**config.mk**
```make
export PLATFORM = sky130hd
export DESIGN_NAME = json_string_unescaper
export DESIGN_NICKNAME = d
export VERILOG_FILES = /design/src/sv/jsu_pkg.sv /design/src/sv/json_string_unescaper.sv /design/src/sv/jsu_front.sv /design/src/sv/jsu_queue.sv /design/src/sv/jsu_back.sv
export VERILOG_INCLUDE_DIRS = /design/src /design/src/sv
export SDC_FILE = /design/constraint.sdc
export NUM_CORES = 1
export LEC_CHECK = 0
export BUFFER_PORTS_ARGS = -buffer_cell sky130_fd_sc_hd__buf_4
export CAP_MARGIN = 20
export CORE_MARGIN = 1.5
export CORE_UTILIZATION = 40
export DETAILED_ROUTE_END_ITERATION = 16
export HOLD_SLACK_MARGIN = 0.12
export PLACE_DENSITY = 0.56
export SYNTH_ARGS = -nofsm -noshare
export SYNTH_HDL_FRONTEND = slang
export SYNTH_SLANG_ARGS = --single-unit
```
**constraint.sdc**
```tcl
create_clock -name clk -period 29.9 [get_ports clk]
set_input_delay 5.98 -clock clk [delete_from_list [all_inputs] [get_ports clk]]
set_output_delay 5.98 -clock clk [all_outputs]
set_load 0.005 [all_outputs]
```
**src/sv/json_string_unescaper_defines.svh**
```systemverilog
// Assertion macros shared by the JSON string unescaper modules.
`ifndef JSON_STRING_UNESCAPER_DEFINES_SVH
`define JSON_STRING_UNESCAPER_DEFINES_SVH

`ifndef SYNTH
`define JSU_ASSERT(lbl, prop, msg) \
  lbl: assert property (@(posedge clk) disable iff (rst) prop) else $error(msg);
`define JSU_NEVER(lbl, cond, msg) \
  lbl: assert property (@(posedge clk) disable iff (rst) !(cond)) else $error(msg);
`else
`define JSU_ASSERT(lbl, prop, msg)
`define JSU_NEVER(lbl, cond, msg)
`endif

`endif

```
**src/sv/jsu_pkg.sv**
```systemverilog
// Shared types and constants of the JSON string unescaper.
package jsu_pkg;

  localparam int LEN_W   = 16;
  localparam int CAP_W   = 16;
  localparam int OUT_LEN_W = 16;
  localparam int LIM_W   = ((LEN_W > CAP_W) ? LEN_W : CAP_W) + 1;
  localparam logic [LEN_W-1:0] CNT_MAX = {LEN_W{1'b1}};

  localparam int Q_DEPTH = 4;
  localparam int Q_AW    = $clog2(Q_DEPTH);

  localparam logic [0:0] CFG_COUNT_ONLY = 1'b0;
  localparam logic [0:0] CFG_CAPACITY   = 1'b1;

  typedef enum logic [1:0] {
    KIND_DATA  = 2'd0,
    KIND_DONE  = 2'd1,
    KIND_ERROR = 2'd2
  } kind_t;

  typedef enum logic [1:0] {
    ST_OK        = 2'd0,
    ST_MALFORMED = 2'd1,
    ST_FULL      = 2'd2
  } status_t;

  typedef struct packed {
    logic              count_only;
    logic [CAP_W-1:0]  capacity;
  } cfg_t;

  // Results caused by one input byte: data bytes first, then an optional terminal result.
  typedef struct packed {
    logic [2:0]            ndata;
    logic [3:0][7:0]       bytes;
    logic                  has_term;
    kind_t                 term_kind;
    status_t               term_status;
    logic [OUT_LEN_W-1:0]  base;
    logic [OUT_LEN_W-1:0]  fin;
  } entry_t;

endpackage

```
**src/sv/json_string_unescaper.sv**
```systemverilog
// Top level of the JSON string unescaper: config registers, parser, queue, serializer.
//
// channel  | handshake            | payload
// input    | in_valid / in_ready  | text_byte, end_of_buffer
// result   | out_valid / out_ready| result_kind, out_byte, status, decoded_length, last
// config   | cfg_write            | cfg_index, cfg_data
//
// One input byte per cycle while the four-entry queue has room.
// A byte yields up to five results; serializer sends one per cycle unless stalled.
// A full queue stalls input; a stalled result output fills the queue first.
// Synchronous reset clears parser state, queue and output valid.
module json_string_unescaper (
  input  logic        clk,
  input  logic        rst,
  input  logic        cfg_write,
  input  logic [0:0]  cfg_index,
  input  logic [15:0] cfg_data,
  input  logic        in_valid,
  output logic        in_ready,
  input  logic [7:0]  text_byte,
  input  logic        end_of_buffer,
  output logic        out_valid,
  input  logic        out_ready,
  output logic [1:0]  result_kind,
  output logic [7:0]  out_byte,
  output logic [1:0]  status,
  output logic [15:0] decoded_length,
  output logic        last
);
  import jsu_pkg::*;

  cfg_t   cfg;
  entry_t fe_entry, q_head;
  logic   fe_push, q_full, q_empty, q_pop, take;

  always_ff @(posedge clk) begin
    if (rst) begin
      cfg.count_only <= 1'b0;
      cfg.capacity   <= {CAP_W{1'b1}};
    end else if (cfg_write) begin
      if (cfg_index == CFG_COUNT_ONLY) begin
        cfg.count_only <= cfg_data[0];
      end else if (cfg_index == CFG_CAPACITY) begin
        cfg.capacity <= cfg_data[CAP_W-1:0];
      end
    end
  end

  assign in_ready = !q_full;
  assign take     = in_valid && in_ready;

  jsu_front u_front (
    .clk           (clk),
    .rst           (rst),
    .cfg           (cfg),
    .take          (take),
    .text_byte     (text_byte),
    .end_of_buffer (end_of_buffer),
    .push          (fe_push),
    .entry         (fe_entry)
  );

  jsu_queue u_queue (
    .clk        (clk),
    .rst        (rst),
    .push       (fe_push),
    .push_entry (fe_entry),
    .full       (q_full),
    .pop        (q_pop),
    .head       (q_head),
    .empty      (q_empty)
  );

  jsu_back u_back (
    .clk            (clk),
    .rst            (rst),
    .head           (q_head),
    .empty          (q_empty),
    .pop            (q_pop),
    .out_valid      (out_valid),
    .out_ready      (out_ready),
    .result_kind    (result_kind),
    .out_byte       (out_byte),
    .status         (status),
    .decoded_length (decoded_length),
    .last           (last)
  );

endmodule

```
**src/sv/jsu_front.sv**
```systemverilog
// Front end: parses raw bytes, checks UTF-8 and escapes, builds result entries.
`include "json_string_unescaper_defines.svh"
module jsu_front (
  input  logic           clk,
  input  logic           rst,
  input  jsu_pkg::cfg_t  cfg,
  input  logic           take,
  input  logic [7:0]     text_byte,
  input  logic           end_of_buffer,
  output logic           push,
  output jsu_pkg::entry_t entry
);
  import jsu_pkg::*;

  typedef enum logic [3:0] {
    PH_IDLE, PH_BODY, PH_ESC, PH_HEX, PH_LOW_BS, PH_LOW_U, PH_LOW_HEX, PH_UTF8, PH_DRAIN
  } phase_t;

  localparam logic [7:0] CH_QUOTE  = 8'h22;
  localparam logic [7:0] CH_BSLASH = 8'h5c;
  localparam logic [7:0] CH_SLASH  = 8'h2f;
  localparam logic [7:0] CH_B = 8'h62;
  localparam logic [7:0] CH_F = 8'h66;
  localparam logic [7:0] CH_N = 8'h6e;
  localparam logic [7:0] CH_R = 8'h72;
  localparam logic [7:0] CH_T = 8'h74;
  localparam logic [7:0] CH_U = 8'h75;

  phase_t            phase, phase_next, phase_fin;
  logic [15:0]       hacc, hacc_next, hacc_shift;
  logic [1:0]        hcnt, hcnt_next;
  logic [9:0]        hsur, hsur_next;
  logic [23:0]       pend, pend_next;
  logic [1:0]        rem, rem_next;
  logic [LEN_W-1:0]  count, count_next;

  logic              count_clear, bad, done;
  logic              raw_req, cp_req, emit_req, over;
  logic [2:0]        raw_n, cp_n, emit_n;
  logic [3:0][7:0]   raw_bytes, cp_bytes, emit_bytes;
  logic [20:0]       cp;
  logic [3:0]        hex_val;
  logic              hex_ok;
  logic [7:0]        lo, hi;
  logic [LIM_W-1:0]  limit, sum;
  logic              has_term;
  kind_t             term_kind;
  status_t           term_status;

  always_comb begin
    hex_ok  = 1'b1;
    hex_val = 4'h0;
    if (text_byte inside {[8'h30:8'h39]}) begin
      hex_val = text_byte[3:0];
    end else if (text_byte inside {[8'h61:8'h66], [8'h41:8'h46]}) begin
      hex_val = text_byte[3:0] + 4'd9;
    end else begin
      hex_ok = 1'b0;
    end
  end

  assign hacc_shift = {hacc[11:0], hex_val};

  always_comb begin
    lo = 8'h80;
    hi = 8'hbf;
    if (pend[23:8] == 16'h0) begin
      case (pend[7:0])
        8'he0:   lo = 8'ha0;
        8'hed:   hi = 8'h9f;
        8'hf0:   lo = 8'h90;
        8'hf4:   hi = 8'h8f;
        default: ;
      endcase
    end
  end

  always_comb begin
    phase_next  = phase;
    hacc_next   = hacc;
    hcnt_next   = hcnt;
    hsur_next   = hsur;
    pend_next   = pend;
    rem_next    = rem;
    count_clear = 1'b0;
    bad         = 1'b0;
    done        = 1'b0;
    raw_req     = 1'b0;
    raw_n       = 3'd0;
    raw_bytes   = '0;
    cp_req      = 1'b0;
    cp          = '0;
    case (phase)
      PH_IDLE: begin
        if (text_byte == CH_QUOTE) begin
          count_clear = 1'b1;
          hacc_next   = '0;
          hcnt_next   = '0;
          hsur_next   = '0;
          pend_next   = '0;
          rem_next    = '0;
          phase_next  = PH_BODY;
        end else begin
          bad = 1'b1;
        end
      end
      PH_BODY: begin
        if (text_byte == CH_QUOTE) begin
          done       = 1'b1;
          phase_next = PH_IDLE;
        end else if (text_byte == CH_BSLASH) begin
          phase_next = PH_ESC;
        end else if (text_byte < 8'h20) begin
          bad = 1'b1;
        end else if (text_byte < 8'h80) begin
          raw_req      = 1'b1;
          raw_n        = 3'd1;
          raw_bytes[0] = text_byte;
        end else if (text_byte inside {[8'hc2:8'hdf]}) begin
          pend_next  = {16'h0, text_byte};
          rem_next   = 2'd1;
          phase_next = PH_UTF8;
        end else if (text_byte inside {[8'he0:8'hef]}) begin
          pend_next  = {16'h0, text_byte};
          rem_next   = 2'd2;
          phase_next = PH_UTF8;
        end else if (text_byte inside {[8'hf0:8'hf4]}) begin
          pend_next  = {16'h0, text_byte};
          rem_next   = 2'd3;
          phase_next = PH_UTF8;
        end else begin
          bad = 1'b1;
        end
      end
      PH_UTF8: begin
        if (text_byte < lo || text_byte > hi) begin
          bad = 1'b1;
        end else if (rem <= 2'd1) begin
          raw_req = 1'b1;
          if (pend[23:16] != 8'h0) begin
            raw_n     = 3'd4;
            raw_bytes = {text_byte, pend[7:0], pend[15:8], pend[23:16]};
          end else if (pend[15:8] != 8'h0) begin
            raw_n     = 3'd3;
            raw_bytes = {8'h0, text_byte, pend[7:0], pend[15:8]};
          end else begin
            raw_n     = 3'd2;
            raw_bytes = {16'h0, text_byte, pend[7:0]};
          end
          pend_next  = '0;
          rem_next   = '0;
          phase_next = PH_BODY;
        end else begin
          pend_next = {pend[15:0], text_byte};
          rem_next  = rem - 2'd1;
        end
      end
      PH_ESC: begin
        phase_next = PH_BODY;
        cp_req     = 1'b1;
        case (text_byte)
          CH_QUOTE, CH_BSLASH, CH_SLASH: cp = {13'h0, text_byte};
          CH_B: cp = 21'h08;
          CH_F: cp = 21'h0c;
          CH_N: cp = 21'h0a;
          CH_R: cp = 21'h0d;
          CH_T: cp = 21'h09;
          CH_U: begin
            cp_req     = 1'b0;
            hacc_next  = '0;
            hcnt_next  = '0;
            phase_next = PH_HEX;
          end
          default: begin
            cp_req     = 1'b0;
            phase_next = phase;
            bad        = 1'b1;
          end
        endcase
      end
      PH_HEX, PH_LOW_HEX: begin
        if (!hex_ok) begin
          bad = 1'b1;
        end else begin
          hacc_next = hacc_shift;
          if (hcnt != 2'd3) begin
            hcnt_next = hcnt + 2'd1;
          end else begin
            hcnt_next = '0;
            if (phase == PH_HEX) begin
              if (hacc_shift inside {[16'hd800:16'hdbff]}) begin
                hsur_next  = hacc_shift[9:0];
                phase_next = PH_LOW_BS;
              end else if (hacc_shift inside {[16'hdc00:16'hdfff]}) begin
                bad = 1'b1;
              end else begin
                cp_req     = 1'b1;
                cp         = {5'h0, hacc_shift};
                phase_next = PH_BODY;
              end
            end else begin
              if (!(hacc_shift inside {[16'hdc00:16'hdfff]})) begin
                bad = 1'b1;
              end else begin
                cp_req     = 1'b1;
                cp         = 21'h10000 + {1'b0, hsur, hacc_shift[9:0]};
                phase_next = PH_BODY;
              end
            end
          end
        end
      end
      PH_LOW_BS: begin
        if (text_byte == CH_BSLASH) begin
          phase_next = PH_LOW_U;
        end else begin
          bad = 1'b1;
        end
      end
      PH_LOW_U: begin
        if (text_byte == CH_U) begin
          hacc_next  = '0;
          hcnt_next  = '0;
          phase_next = PH_LOW_HEX;
        end else begin
          bad = 1'b1;
        end
      end
      default: ;
    endcase
  end

  always_comb begin
    cp_bytes = '0;
    if (cp <= 21'h7f) begin
      cp_n        = 3'd1;
      cp_bytes[0] = cp[7:0];
    end else if (cp <= 21'h7ff) begin
      cp_n        = 3'd2;
      cp_bytes[0] = {3'b110, cp[10:6]};
      cp_bytes[1] = {2'b10, cp[5:0]};
    end else if (cp <= 21'hffff) begin
      cp_n        = 3'd3;
      cp_bytes[0] = {4'b1110, cp[15:12]};
      cp_bytes[1] = {2'b10, cp[11:6]};
      cp_bytes[2] = {2'b10, cp[5:0]};
    end else begin
      cp_n        = 3'd4;
      cp_bytes[0] = {5'b11110, cp[20:18]};
      cp_bytes[1] = {2'b10, cp[17:12]};
      cp_bytes[2] = {2'b10, cp[11:6]};
      cp_bytes[3] = {2'b10, cp[5:0]};
    end
  end

  assign emit_req   = raw_req | cp_req;
  assign emit_n     = raw_req ? raw_n : cp_n;
  assign emit_bytes = raw_req ? raw_bytes : cp_bytes;

  always_comb begin
    if (cfg.count_only || LIM_W'(cfg.capacity) > LIM_W'(CNT_MAX)) begin
      limit = LIM_W'(CNT_MAX);
    end else begin
      limit = LIM_W'(cfg.capacity);
    end
  end

  assign sum  = LIM_W'(count) + LIM_W'(emit_n);
  assign over = emit_req && (sum > limit);

  always_comb begin
    if (count_clear) begin
      count_next = '0;
    end else if (emit_req && !over && !bad) begin
      count_next = sum[LEN_W-1:0];
    end else begin
      count_next = count;
    end
  end

  always_comb begin
    phase_fin   = phase_next;
    has_term    = 1'b0;
    term_kind   = KIND_DONE;
    term_status = ST_OK;
    if (bad || over) begin
      has_term    = 1'b1;
      term_kind   = KIND_ERROR;
      term_status = bad ? ST_MALFORMED : ST_FULL;
      phase_fin   = end_of_buffer ? PH_IDLE : PH_DRAIN;
    end else if (end_of_buffer && phase_next != PH_IDLE) begin
      if (phase_next != PH_DRAIN) begin
        has_term    = 1'b1;
        term_kind   = KIND_ERROR;
        term_status = ST_MALFORMED;
      end
      phase_fin = PH_IDLE;
    end else if (done) begin
      has_term = 1'b1;
    end
  end

  always_comb begin
    entry.ndata       = (emit_req && !over && !bad && !cfg.count_only) ? emit_n : 3'd0;
    entry.bytes       = emit_bytes;
    entry.has_term    = has_term;
    entry.term_kind   = term_kind;
    entry.term_status = term_status;
    entry.base        = OUT_LEN_W'(count);
    entry.fin         = OUT_LEN_W'(count_next);
  end

  assign push = take && (entry.ndata != 3'd0 || has_term);

  always_ff @(posedge clk) begin
    if (rst) begin
      phase <= PH_IDLE;
      hacc  <= '0;
      hcnt  <= '0;
      hsur  <= '0;
      pend  <= '0;
      rem   <= '0;
      count <= '0;
    end else if (take) begin
      phase <= phase_fin;
      hacc  <= hacc_next;
      hcnt  <= hcnt_next;
      hsur  <= hsur_next;
      pend  <= pend_next;
      rem   <= rem_next;
      count <= count_next;
    end
  end

  `JSU_NEVER(a_drain_silent, (phase == PH_DRAIN) && take && push, "result while draining")
  `JSU_ASSERT(a_count_only_no_data, (push && cfg.count_only) |-> (entry.ndata == 3'd0), "data in count mode")

endmodule

```
**src/sv/jsu_queue.sv**
```systemverilog
// Short entry queue between the parser and the result serializer.
`include "json_string_unescaper_defines.svh"
module jsu_queue (
  input  logic             clk,
  input  logic             rst,
  input  logic             push,
  input  jsu_pkg::entry_t  push_entry,
  output logic             full,
  input  logic             pop,
  output jsu_pkg::entry_t  head,
  output logic             empty
);
  import jsu_pkg::*;

  entry_t           slots [Q_DEPTH];
  logic [Q_AW-1:0]  wr_ptr, rd_ptr;
  logic [Q_AW:0]    cnt;

  assign full  = (cnt == (Q_AW+1)'(Q_DEPTH));
  assign empty = (cnt == '0);
  assign head  = slots[rd_ptr];

  always_ff @(posedge clk) begin
    if (push) begin
      slots[wr_ptr] <= push_entry;
    end
    if (rst) begin
      wr_ptr <= '0;
      rd_ptr <= '0;
      cnt    <= '0;
    end else begin
      if (push) begin
        wr_ptr <= wr_ptr + 1'b1;
      end
      if (pop) begin
        rd_ptr <= rd_ptr + 1'b1;
      end
      if (push && !pop) begin
        cnt <= cnt + 1'b1;
      end else if (pop && !push) begin
        cnt <= cnt - 1'b1;
      end
    end
  end

  `JSU_ASSERT(a_q_fill, (push && !pop) |=> (cnt == $past(cnt) + 1'b1), "queue count slip")

endmodule

```
**src/sv/jsu_back.sv**
```systemverilog
// Back end: serializes entries into results, one transfer per ready cycle.
`include "json_string_unescaper_defines.svh"
module jsu_back (
  input  logic             clk,
  input  logic             rst,
  input  jsu_pkg::entry_t  head,
  input  logic             empty,
  output logic             pop,
  output logic             out_valid,
  input  logic             out_ready,
  output logic [1:0]       result_kind,
  output logic [7:0]       out_byte,
  output logic [1:0]       status,
  output logic [15:0]      decoded_length,
  output logic             last
);
  import jsu_pkg::*;

  logic [2:0] idx;
  logic [2:0] total;
  logic       load, at_last, is_data;

  assign total   = head.ndata + {2'b0, head.has_term};
  assign at_last = ((idx + 3'd1) == total);
  assign is_data = (idx < head.ndata);
  assign load    = !empty && (!out_valid || out_ready);
  assign pop     = load && at_last;

  always_ff @(posedge clk) begin
    if (rst) begin
      out_valid <= 1'b0;
      idx       <= '0;
    end else begin
      if (load) begin
        out_valid <= 1'b1;
        idx       <= at_last ? 3'd0 : idx + 3'd1;
        last      <= at_last;
        if (is_data) begin
          result_kind    <= KIND_DATA;
          out_byte       <= head.bytes[idx[1:0]];
          status         <= ST_OK;
          decoded_length <= head.base + OUT_LEN_W'(idx) + OUT_LEN_W'(1);
        end else begin
          result_kind    <= head.term_kind;
          out_byte       <= 8'h0;
          status         <= head.term_status;
          decoded_length <= head.fin;
        end
      end else if (out_ready) begin
        out_valid <= 1'b0;
      end
    end
  end

  `JSU_ASSERT(a_term_last, (out_valid && result_kind != KIND_DATA) |-> last, "terminal not last")
  `JSU_ASSERT(a_data_ok, (out_valid && result_kind == KIND_DATA) |-> (status == ST_OK), "data with status")

endmodule

```
==> impl_metrics.py, run 1 <==
metrics = {
    "run_status": {
        "outcome": "complete, no violations",
    },
    "min_path": {
        "hp-class": "flop to flop",
        "whs_path_depth": 2,
        "min_from": "u_front.hcnt[1]",
    },
    "drt": {
        "drt_pass1_iterations": 5,
        "drc": 0,
        "drtIter0Drc": 952,
        "wl_um": 50100,
        "vias": 13100,
        "wl_per_cell_um": 21.6,
        "avgViaCountPerCell": 5.68,
        "ant_nets": 0,
    },
    "sta": {
        "final_hold_viol_count": 0,
        "worst_slew_margin_rel_pct": 27.4,
        "fin_crit_ns": 13.97,
        "fin_crit_sh_pct": 46.7,
        "final_max_slew_viol_count": 0,
        "fin_skew_ns": 0.0268,
        "grt_setup_unrepaired": "no",
        "tns_ns": 0,
        "worst_pin_slew_ns": 1.08,
        "max_freq_mhz": 71.6,
        "finalSetupViolations": 0,
    },
    "finish": {
        "finish.utilization_pct": 45.7,
        "drive_above_1_share_pct": 15.7,
        "nNetsFinal": 1688,
        "finalNonFillerCells": 2313,
        "area_growth_pct": 13.0,
    },
    "synthesis": {
        "yosys_warnings": 0,
        "synth.cell_area_um2": 19700,
        "syn-mean-instance-area_um2": 12.5,
        "ys_types": 92,
        "synth-seq-cells": 417,
        "yosys_most_used_dff": "edfxtp_1",
        "async_flop_share_pct": 0,
        "synthCells": 1581,
        "synth_edf_count": 317,
        "yosysSeqAreaShare_pct": 58.4,
    },
    "worst_setup_path": {
        "crit_buf_inv": 5,
        "cp.arrival_ns": 14.48,
        "worstSetupPathType": "input port to flop",
        "r2r_start": "u_front.pend[8]",
        "crit_slowest_cell": "a2111oi_4",
        "worst_path_largest_cell_delay_ns": 0.62,
        "crit_path_end_kind": "flop",
        "path_max_fanout": 12,
        "startpoint": "text_byte[1]",
        "crit_cells": 32,
        "startpoint_type": "input port",
        "reg2reg_depth": 36,
        "cp_top_family": "compound AO/OA/AOI/OAI gates",
        "required_ns": 30.41,
    },
    "grt": {
        "use_met1_pct": 28.8,
        "gr-usage-met2_pct": 30.3,
        "grt_antenna_before_repair": 0,
        "grt_start_max_net_pins": 73,
        "first_global_vias": 12900,
        "globalRouteOverflowTotal": 0,
        "grt.busiest_layer": "met2",
        "met3_usage_pct": 3.49,
        "track_usage_pct": 20.0,
        "grt_pass1_wl_um": 77100,
    },
    "placed_design": {
        "place_inst": 2225,
        "routabilityCongestion": 0.896,
        "numPortBuffers": 61,
        "dpl.hpwl_um": 32800,
    },
    "power_and_ir_drop": {
        "powerDensity_nw_per_um2": 72.1,
        "p_leak_nw": 7.63,
        "max-vdd-ir-drop_mv": 0.0519,
    },
    "cts": {
        "root_buffer": "clkbuf_16",
        "cts_buffer_depth": 3,
        "cts_resized": 0,
        "clock_sinks": 417,
        "ctsHoldBuffers": 0,
        "path_clk_slew_ns": 0.06,
        "htree_levels": 2,
        "cts_tree": "done",
        "cts_setup_buffers": 0,
        "cts_buffers": 45,
        "clock_latency_ns": 0.59,
    },
    "floorplanning": {
        "die_x_um": 225,
        "start_util_pct": 40.4,
        "die_y_um": 225,
        "placementRows": 81,
        "io_pins": 62,
        "die-area_um2": 50700,
        "core_um2": 48800,
    },
    "run": {
        "cap_violations": 0,
    },
}
-- metal layers --
metal	up-vias	wire length [um]
li1	6074	-
met1	6539	23200
met2	432	22200
met3	104	3030
met4	0	1670
met5	-	0
-- flip-flops by register name, indices dropped and copies added (netlist names), 3 cells and up, named ones only --
signal,flops
u_front.hacc,12
u_back.decoded_length,16
u_front.phase,4
u_front.hsur,10
u_queue.slots,288
u_queue.cnt,3
cfg,17
u_back.idx,3
u_front.count,16
u_front.pend,24
u_back.out_byte,8
-- layout by cell type, fill, tap and decap left out, types with 18 or more instances in the layout --
cell | netlist | layout
edfxtp_1 | 317 | 317
mux4_2 | 80 | 80
inv_1 | 31 | 31
clkbuf_16 | 0 | 45
a21oi_1 | 99 | 99
nor2b_1 | 20 | 20
xor2_1 | 27 | 27
a22oi_1 | 18 | 18
buf_4 | 4 | 77
nand2_1 | 160 | 160
o21ai_0 | 73 | 73
dfxtp_1 | 100 | 98
xnor2_1 | 27 | 27
nor3_1 | 23 | 23
nand3_1 | 106 | 106
nor2_1 | 110 | 109
and3_1 | 19 | 19
ha_1 | 42 | 42
-- Yosys cell counts (3+ instances only) --
cell	number	area, um^2
a211o_1	9	78.8
a211oi_1	5	37.5
a21boi_0	3	22.5
a21o_1	10	75.1
a21oi_1	99	495
a221o_1	4	40.0
a22o_1	5	43.8
a22oi_1	18	135
a31oi_1	7	43.8
a32oi_1	6	52.6
and2_1	21	131
and3_1	19	119
buf_1	10	37.5
buf_2	11	55.1
buf_4	4	30.0
clkbuf_1	75	282
dfxtp_1	100	2000
edfxtp_1	317	9520
fa_1	3	60.1
ha_1	42	526
inv_1	31	116
mux2i_1	12	120
mux4_2	80	1800
nand2_1	160	601
nand2b_1	14	87.6
nand3_1	106	531
nand3b_1	4	30.0
nand4_1	8	50.1
nand4b_1	5	43.8
nor2_1	110	413
nor2b_1	20	125
nor3_1	23	115
nor4_1	11	68.8
o21a_1	8	60.1
o21ai_0	73	365
o22ai_1	3	18.8
o31ai_1	13	97.6
or2_2	3	18.8
or3_1	5	31.3
or3b_1	3	26.3
or4_1	5	37.5
xnor2_1	27	236
xor2_1	27	236
-- layout make-up --
cell class	instances	area [um^2]
fillers	4465	26500
flip-flops and latches	417	11500
multi-input cells	1035	7730
clock buffers	52	1160
well taps	664	831
repair buffers	81	681
clock inverters	31	259
inverters	32	120
diodes	1	2.50
-- where the power goes --
part / leakage [nW] / internal (mW) / switching (mW)
Clock: 0.689 / 0.300 / 0.234
Combinational: 3.16 / 0.156 / 0.180
Sequential: 3.78 / 0.702 / 0.0380
-- worst min-delay path, cell delays in order, from the launching register on --
cell	delay [ns]
dfxtp_1	0.31
nand2_1	0.05
a21oi_1	0.05
-- worst paths after layout --
check	end	slack (ns)
worst max-delay path	u_queue.cnt[2]	15.93
worst min-delay path	u_front.hcnt[1]	0.46
worst min register to register	u_front.hcnt[1]	0.46
worst max register to register	u_queue.cnt[2]	20.66
-- kinds of logic (layout without fill, tap and decap cells) --
| kind of cell | Yosys count | count (layout) | share of synthesized area (%) |
|---|---|---|---|
| buf+inv | 132 | 196 | 2.66 |
| flops | 417 | 417 | 58.4 |
| other cells | 1 | 5 | 0.0190 |
| simple gates | 535 | 535 | 13.5 |
| xor+xnor | 54 | 54 | 2.40 |
| mux | 94 | 94 | 9.87 |
| fa+ha+maj | 45 | 45 | 2.97 |
| compound gates | 303 | 303 | 10.3 |
-- per-stage QoR --
step	setup slack, ns	cell area [um^2]	hold slack (ns)	total power, mW
2_1_floorplan	15.80	19800	0.432	0.977
3_5_place_dp	15.39	20800	0.448	1.10
3_3_place_gp	15.59	20800	0.446	1.09
6_report	15.93	22300	0.458	1.61
4_1_cts	15.98	22200	0.457	1.63
5_1_grt	15.29	22300	0.486	1.69
Note: power is estimated with default switching activity, not from simulation.
==> inputs of run 2 (changes only) <==
--- a/config.mk
+++ b/config.mk
@@ -12,7 +12,7 @@
 export CORE_UTILIZATION = 40
 export DETAILED_ROUTE_END_ITERATION = 16
 export HOLD_SLACK_MARGIN = 0.12
-export PLACE_DENSITY = 0.56
+export PLACE_DENSITY = 0.58
 export SYNTH_ARGS = -nofsm -noshare
 export SYNTH_HDL_FRONTEND = slang
 export SYNTH_SLANG_ARGS = --single-unit
==> constraint.sdc (replaced) <==
create_clock -name clk -period 11.5 [get_ports clk]
set_input_delay 2.3 -clock clk [delete_from_list [all_inputs] [get_ports clk]]
set_output_delay 2.3 -clock clk [all_outputs]
set_load 0.005 [all_outputs]
==> run 2 against run 1 <==
Net effect:
- first-iteration DRC count increased by 17%
- routed wire length decreased by 0.77%
- critical path depth decreased by 1
- critical endpoint unchanged
- cell area decreased by 0.30%
- clock power increased to 2.5 times the previous value
- die area unchanged
- sequential cell count unchanged
- largest power group unchanged
- clock-buffer cell count increased by 11
==> impl_metrics.py, run 2 (same netlist as run 1, synthesis figures left out) <==
metrics = {
    "grt": {
        "first_global_vias": 12900,
        "grt_antenna_before_repair": 0,
        "track_usage_pct": 19.9,
        "grt_start_max_net_pins": 62,
        "globalRouteOverflowTotal": 0,
        "grt_pass1_wl_um": 76800,
    },
    "worst_setup_path": {
        "reg2reg_depth": 35,
        "path_max_fanout": 12,
        "cp_top_family": "compound AO/OA/AOI/OAI gates",
        "crit_buf_inv": 4,
        "worst_path_largest_cell_delay_ns": 0.58,
        "r2r_slack_ns": 2.34,
        "crit_slowest_cell": "a2111oi_4",
        "required_ns": 11.99,
        "worstSetupPathType": "input port to flop",
        "cp.arrival_ns": 10.70,
        "rr_endpoint": "u_queue.cnt[2]",
        "startpoint_type": "input port",
        "crit_path_end_kind": "flop",
        "r2r_start": "u_front.pend[13]",
    },
    "sta": {
        "fin_crit_sh_pct": 88.8,
        "tns_ns": 0,
        "grt_setup_unrepaired": "no",
        "worst_pin_slew_ns": 1.07,
        "final_max_slew_viol_count": 0,
        "max_freq_mhz": 97.9,
        "worst_slew_margin_rel_pct": 28.8,
        "final_hold_viol_count": 0,
        "fin_skew_ns": 0.0292,
        "finalSetupViolations": 0,
        "fin_crit_ns": 10.21,
    },
    "min_path": {
        "whs_path_depth": 2,
        "min_from": "cfg[2]",
        "hold_end": "cfg[2]",
        "hp-class": "flop to flop",
    },
    "floorplanning": {
        "die-area_um2": 50700,
        "placementRows": 81,
        "start_util_pct": 40.4,
        "io_pins": 62,
        "die_x_um": 225,
        "core_um2": 48800,
        "die_y_um": 225,
    },
    "finish": {
        "largest_register_ffs": 288,
        "antennaDiodeCount": 0,
        "reg_top3": "u_queue.slots x288, u_front.pend x24, cfg x17",
        "final_common_cell": "edfxtp_1",
        "fillers": 4508,
        "finalNonFillerCells": 2312,
        "final_cell_mix": "317 x edfxtp_1, 160 x nand2_1, 109 x nor2_1",
        "nNetsFinal": 1690,
        "regMostFlops": "u_queue.slots",
        "drive_above_1_share_pct": 15.4,
        "area_growth_pct": 12.7,
    },
    "placed_design": {
        "routabilityCongestion": 0.914,
        "place_inst": 2232,
        "dpl.hpwl_um": 33900,
        "numPortBuffers": 61,
    },
    "drt": {
        "avgViaCountPerCell": 5.64,
        "drt_pass1_iterations": 5,
        "wl_um": 49700,
        "vias": 13000,
        "drc": 0,
        "wl_per_cell_um": 21.5,
        "ant_nets": 0,
        "drtIter0Drc": 1118,
    },
    "cts": {
        "clock_sinks": 417,
        "cts_resized": 0,
        "ctsHoldBuffers": 0,
        "root_buffer": "clkbuf_16",
        "path_clk_slew_ns": 0.06,
        "cts_buffer_depth": 3,
        "cts_buffers": 44,
        "htree_levels": 2,
        "cts_tree": "done",
        "cts_setup_buffers": 0,
        "clock_latency_ns": 0.58,
    },
    "power_and_ir_drop": {
        "seqPwrFrac_pct": 46.5,
        "p_sw_share_pct": 27.2,
        "powerDensity_nw_per_um2": 186,
        "p_clk_share_pct": 32.6,
        "p_leak_nw": 7.62,
        "switching_power_mw": 1.13,
        "p_int_mw": 3.01,
        "comb_power_share_pct": 21.0,
        "max-vdd-ir-drop_mv": 0.0982,
    },
    "run": {
        "cap_violations": 0,
    },
    "run_status": {
        "outcome": "complete, no violations",
    },
}
[run 2: changes by cell type in the layout (fill, tap and decap cells not counted), moves of 2 or more]
cell        change
clkinv_2        -2
clkinv_1        -4
buf_16          -3
clkbuf_1        +9
clkinvlp_2      -2
buf_4           +3
clkbuf_8        +2
buf_12          +3
[run 2: how the worst max path moves through the flow]
stage,from,end,slack [ns],cells after the start
2_1_floorplan,text_byte[0],u_queue.slots[0][0],1.08,27
3_3_place_gp,text_byte[0],u_queue.cnt[2],1.03,31
3_5_place_dp,text_byte[0],u_queue.cnt[2],0.80,31
4_1_cts,text_byte[0],u_queue.cnt[2],1.38,31
5_1_grt,text_byte[1],u_queue.cnt[2],0.79,31
6_report,text_byte[0],u_queue.cnt[2],1.29,31
[run 2: final cells by class]
type,instances,area (um^2),area share [%]
Sequential cell,417,11500,51.8
Timing Repair Buffer,84,681,3.06
Clock buffer,63,1220,5.50
Tap cell,664,831,3.73
Clock inverter,17,133,0.596
Multi-Input combinational cell,1035,7730,34.7
Inverter,32,120,0.540
[run 2: per-stage QoR]
stage	cell area (um^2)	utilization [%]	hold slack [ns]	setup slack (ns)	power (mW)
2_1_floorplan	19800	-	0.432	1.08	2.54
3_3_place_gp	20900	42.8	0.445	1.03	2.83
3_5_place_dp	20900	42.8	0.458	0.801	2.85
4_1_cts	22200	45.5	0.470	1.38	4.21
5_1_grt	22200	45.5	0.494	0.791	4.35
6_report	22200	45.5	0.466	1.29	4.14
[run 2: worst reg2reg max path: cells and delay by family, from the launching register on]
family / cells / cell delay, ns
AOI/OAI and AO/OA: 9 / 2.02
DFF: 1 / 0.36
xor gates and xnor gates: 2 / 0.27
adders and majority gates: 6 / 1.86
buffers and inverters: 2 / 0.13
and+or+nand+nor: 16 / 4.47
[run 2: layer usage]
metal  track usage, %  routed length [um]
met1             28.7               22800
met2             30.5               22300
met3             3.26                3010
met4             7.08                1550
met5                0                   0
[run 2: power groups by stage]
stage	logic (mW)	clock network, mW	registers [mW]
floorplan	0.635	0	1.90
global placement	0.878	0	1.96
detailed placement	0.887	0	1.96
CTS	0.890	1.39	1.93
global route	0.959	1.44	1.95
finish	0.868	1.35	1.92
==> inputs of run 3 (changes only) <==
--- a/config.mk
+++ b/config.mk
@@ -6,6 +6,7 @@
 export SDC_FILE = /design/constraint.sdc
 export NUM_CORES = 1
 export LEC_CHECK = 0
+export ABC_AREA = 1
 export BUFFER_PORTS_ARGS = -buffer_cell sky130_fd_sc_hd__buf_4
 export CAP_MARGIN = 20
 export CORE_MARGIN = 1.5
==> run 3 against run 2 <==
Net effect:
- cell area is 0.80% higher
- die area is 0.73% higher
- combinational power is 45% higher
- power is 14% higher
- maximum frequency is 5.5% higher
- synthesized cell count is 32% higher
- hold slack worse by 0.0056 ns
- register-to-register slack worse by 0.52 ns
==> impl_metrics.py, run 3 <==
metrics = {
    "run_status": {
        "outcome": "complete, no violations",
    },
    "cts": {
        "cts_tree": "done",
        "cts_resized": 0,
        "cts_buffer_depth": 3,
        "cts_buffers": 45,
        "clock_latency_ns": 0.57,
        "clock_sinks": 417,
        "htree_levels": 2,
        "ctsHoldBuffers": 0,
        "cts_setup_buffers": 0,
        "root_buffer": "clkbuf_16",
        "path_clk_slew_ns": 0.06,
    },
    "placed_design": {
        "routabilityCongestion": 0.919,
        "dp_slack_ns": 1.64,
        "numPortBuffers": 61,
        "dpl.hpwl_um": 35700,
    },
    "min_path": {
        "min_from": "u_front.hacc[0]",
        "hold_end": "u_front.hacc[0]",
        "hp-class": "flop to flop",
        "whs_path_depth": 2,
    },
    "worst_setup_path": {
        "r2r_slack_ns": 1.82,
        "cp.arrival_ns": 9.86,
        "path_max_fanout": 72,
        "startpoint_type": "flop",
        "crit_slowest_cell": "buf_4",
        "cp_top_family": "simple AND/OR/NAND/NOR gates",
        "path_common_cell": "nor2_1",
        "crit_buf_inv": 3,
        "required_ns": 11.68,
        "reg2reg_depth": 35,
        "crit_path_end_kind": "flop",
        "rr_endpoint": "u_queue.slots[2][43]",
        "worst_path_largest_cell_delay_ns": 0.84,
        "r2r_start": "u_front.pend[12]",
        "worstSetupPathType": "flop to flop",
    },
    "synthesis": {
        "async_flop_share_pct": 0,
        "synth_edf_count": 317,
        "synth.area.mux_share_pct": 0,
        "synth_xor_area_share_pct": 1.23,
        "synth.area.top_cells": "edfxtp_1 48%, dfxtp_1 10%, o21ai_0 5.7%",
        "synthCells": 2084,
        "synthTopCellsByCount": "317 x edfxtp_1, 292 x nand2_1, 285 x nor2_1",
        "syn-mean-instance-area_um2": 9.54,
        "synth_top_family_by_area": "simple AND/OR/NAND/NOR gates",
        "yosys.area_share.adder_pct": 2.94,
        "yosys_most_used_dff": "edfxtp_1",
        "synth_top_area_share_pct": 47.9,
        "synth.cell_area_um2": 19900,
        "ys_types": 61,
        "synthSimpleGateAreaFrac_pct": 16.4,
        "synth_area_leader_cell": "edfxtp_1",
        "synth_compound_gate_area_share_pct": 15.7,
        "yosys_warnings": 0,
        "synth-seq-cells": 417,
        "synth.most_common_cell": "edfxtp_1",
        "yosysSeqAreaShare_pct": 57.9,
    },
    "finish": {
        "area_growth_pct": 12.7,
        "drive_above_1_share_pct": 9.65,
        "regMostFlops": "u_queue.slots",
        "final-seq-area_um2": 11500,
        "reg_top3": "u_queue.slots x288, u_front.pend x24, cfg x17",
        "final_cell_mix": "317 x edfxtp_1, 292 x nand2_1, 280 x nor2_1",
        "multi_input_area_um2": 7250,
        "antennaDiodeCount": 0,
        "nNetsFinal": 2184,
        "fillers": 4714,
        "final_common_cell": "edfxtp_1",
        "largest_register_ffs": 288,
    },
    "grt": {
        "grt_antenna_before_repair": 1,
        "track_usage_pct": 21.3,
        "grt_pass1_wl_um": 83900,
        "first_global_vias": 14600,
        "grt_start_max_net_pins": 101,
        "globalRouteOverflowTotal": 0,
    },
    "floorplanning": {
        "io_pins": 62,
        "placementRows": 81,
        "start_util_pct": 40.5,
        "core_um2": 49100,
        "die_x_um": 226,
        "die-area_um2": 51100,
        "die_y_um": 226,
    },
    "run": {
        "cap_violations": 0,
    },
    "sta": {
        "final_hold_viol_count": 0,
        "hold_ws_ns": 0.460,
        "worst_pin_slew_ns": 1.10,
        "worst_slew_margin_rel_pct": 26.6,
        "fin_crit_ns": 9.68,
        "max_freq_mhz": 103,
        "finalSetupViolations": 0,
        "timing.final.ws_setup_ns": 1.82,
        "tns_ns": 0,
        "fin_skew_ns": 0.0147,
        "final_max_slew_viol_count": 0,
        "grt_setup_unrepaired": "no",
        "fin_crit_sh_pct": 84.2,
    },
    "drt": {
        "drc": 0,
        "ant_nets": 0,
        "wl_per_cell_um": 19.3,
        "drtIter0Drc": 1300,
        "drt_pass1_iterations": 5,
        "avgViaCountPerCell": 5.44,
        "wl_um": 54200,
        "vias": 15300,
    },
    "power_and_ir_drop": {
        "max-vdd-ir-drop_mv": 0.102,
        "p_leak_nw": 8.64,
        "powerDensity_nw_per_um2": 210,
    },
}
[run 3: cell count changes after synthesis, sizes merged, moves of 23 or more]
cell    change
o21ai     +161
xnor2      -23
a21oi      +34
nor2      +187
o22ai      +43
inv       +161
nand2     +142
mux4       -80
a211oi     +24
[run 3: per-layer routing]
metal  part of all wire (%)  vias up  global-route usage, %  wire length, um
li1                       -     7382                      -                -
met1                     47     7375                   30.7            25300
met2                     44      440                   33.1            24100
met3                    6.4       87                   3.54             3490
met4                    2.5        0                   6.13             1350
met5                      0        -                      0                0
[run 3: final cells by class]
type | count | share of cell area (%)
Sequential cell | 417 | 51.4
Multi-Input combinational cell | 1372 | 32.3
Clock buffer | 53 | 5.25
Tap cell | 664 | 3.71
Inverter | 196 | 3.31
Timing Repair Buffer | 76 | 2.71
Clock inverter | 30 | 1.28
[run 3: tightest hold or removal path, stage by stage (launching register included)]
cell	delay (ns)
dfxtp_1	0.29
inv_1	0.06
a21oi_1	0.06
[run 3: per-stage QoR]
| stage | std cells | utilization (%) | area, um^2 | total power, mW |
|---|---|---|---|---|
| floorplan | 2087 | - | 19900 | 2.86 |
| global placement | 2725 | 42.7 | 21000 | 3.30 |
| detailed placement | 2725 | 42.7 | 21000 | 3.32 |
| CTS | 2808 | 45.7 | 22400 | 4.76 |
| global route | 2808 | 45.7 | 22400 | 4.98 |
| finish | 2808 | 45.7 | 22400 | 4.72 |
[run 3: worst max path at each step]
stage                           from              endpoint  slack, ns  cells past startpoint
floorplan               text_byte[0]   u_queue.slots[0][0]       0.80                     39
finish              u_front.pend[12]  u_queue.slots[2][43]       1.82                     35
CTS                 u_front.pend[12]  u_queue.slots[2][46]       1.96                     35
detailed placement      text_byte[1]  u_queue.slots[2][59]       1.64                     40
global route        u_front.pend[12]        u_queue.cnt[2]       0.83                     42
global placement        text_byte[1]  u_queue.slots[2][59]       1.86                     39
[run 3: kinds of logic (layout without fill, tap and decap cells)]
kind of cell,after synthesis,after routing
flip-flops,417,417
AND/OR/NAND/NOR,758,758
other,1,4
XOR/XNOR,28,28
buffers and inverters,298,355
AO/OA/AOI/OAI,537,537
adder cells (fa/ha/maj),45,45
[run 3: power by group]
part	switching [mW]	internal [mW]	total [mW]	leakage, nW
Sequential	0.112	1.91	2.02	3.82
Combinational	0.858	0.398	1.26	4.12
Clock	0.590	0.845	1.44	0.705
Total	1.56	3.16	4.72	8.64
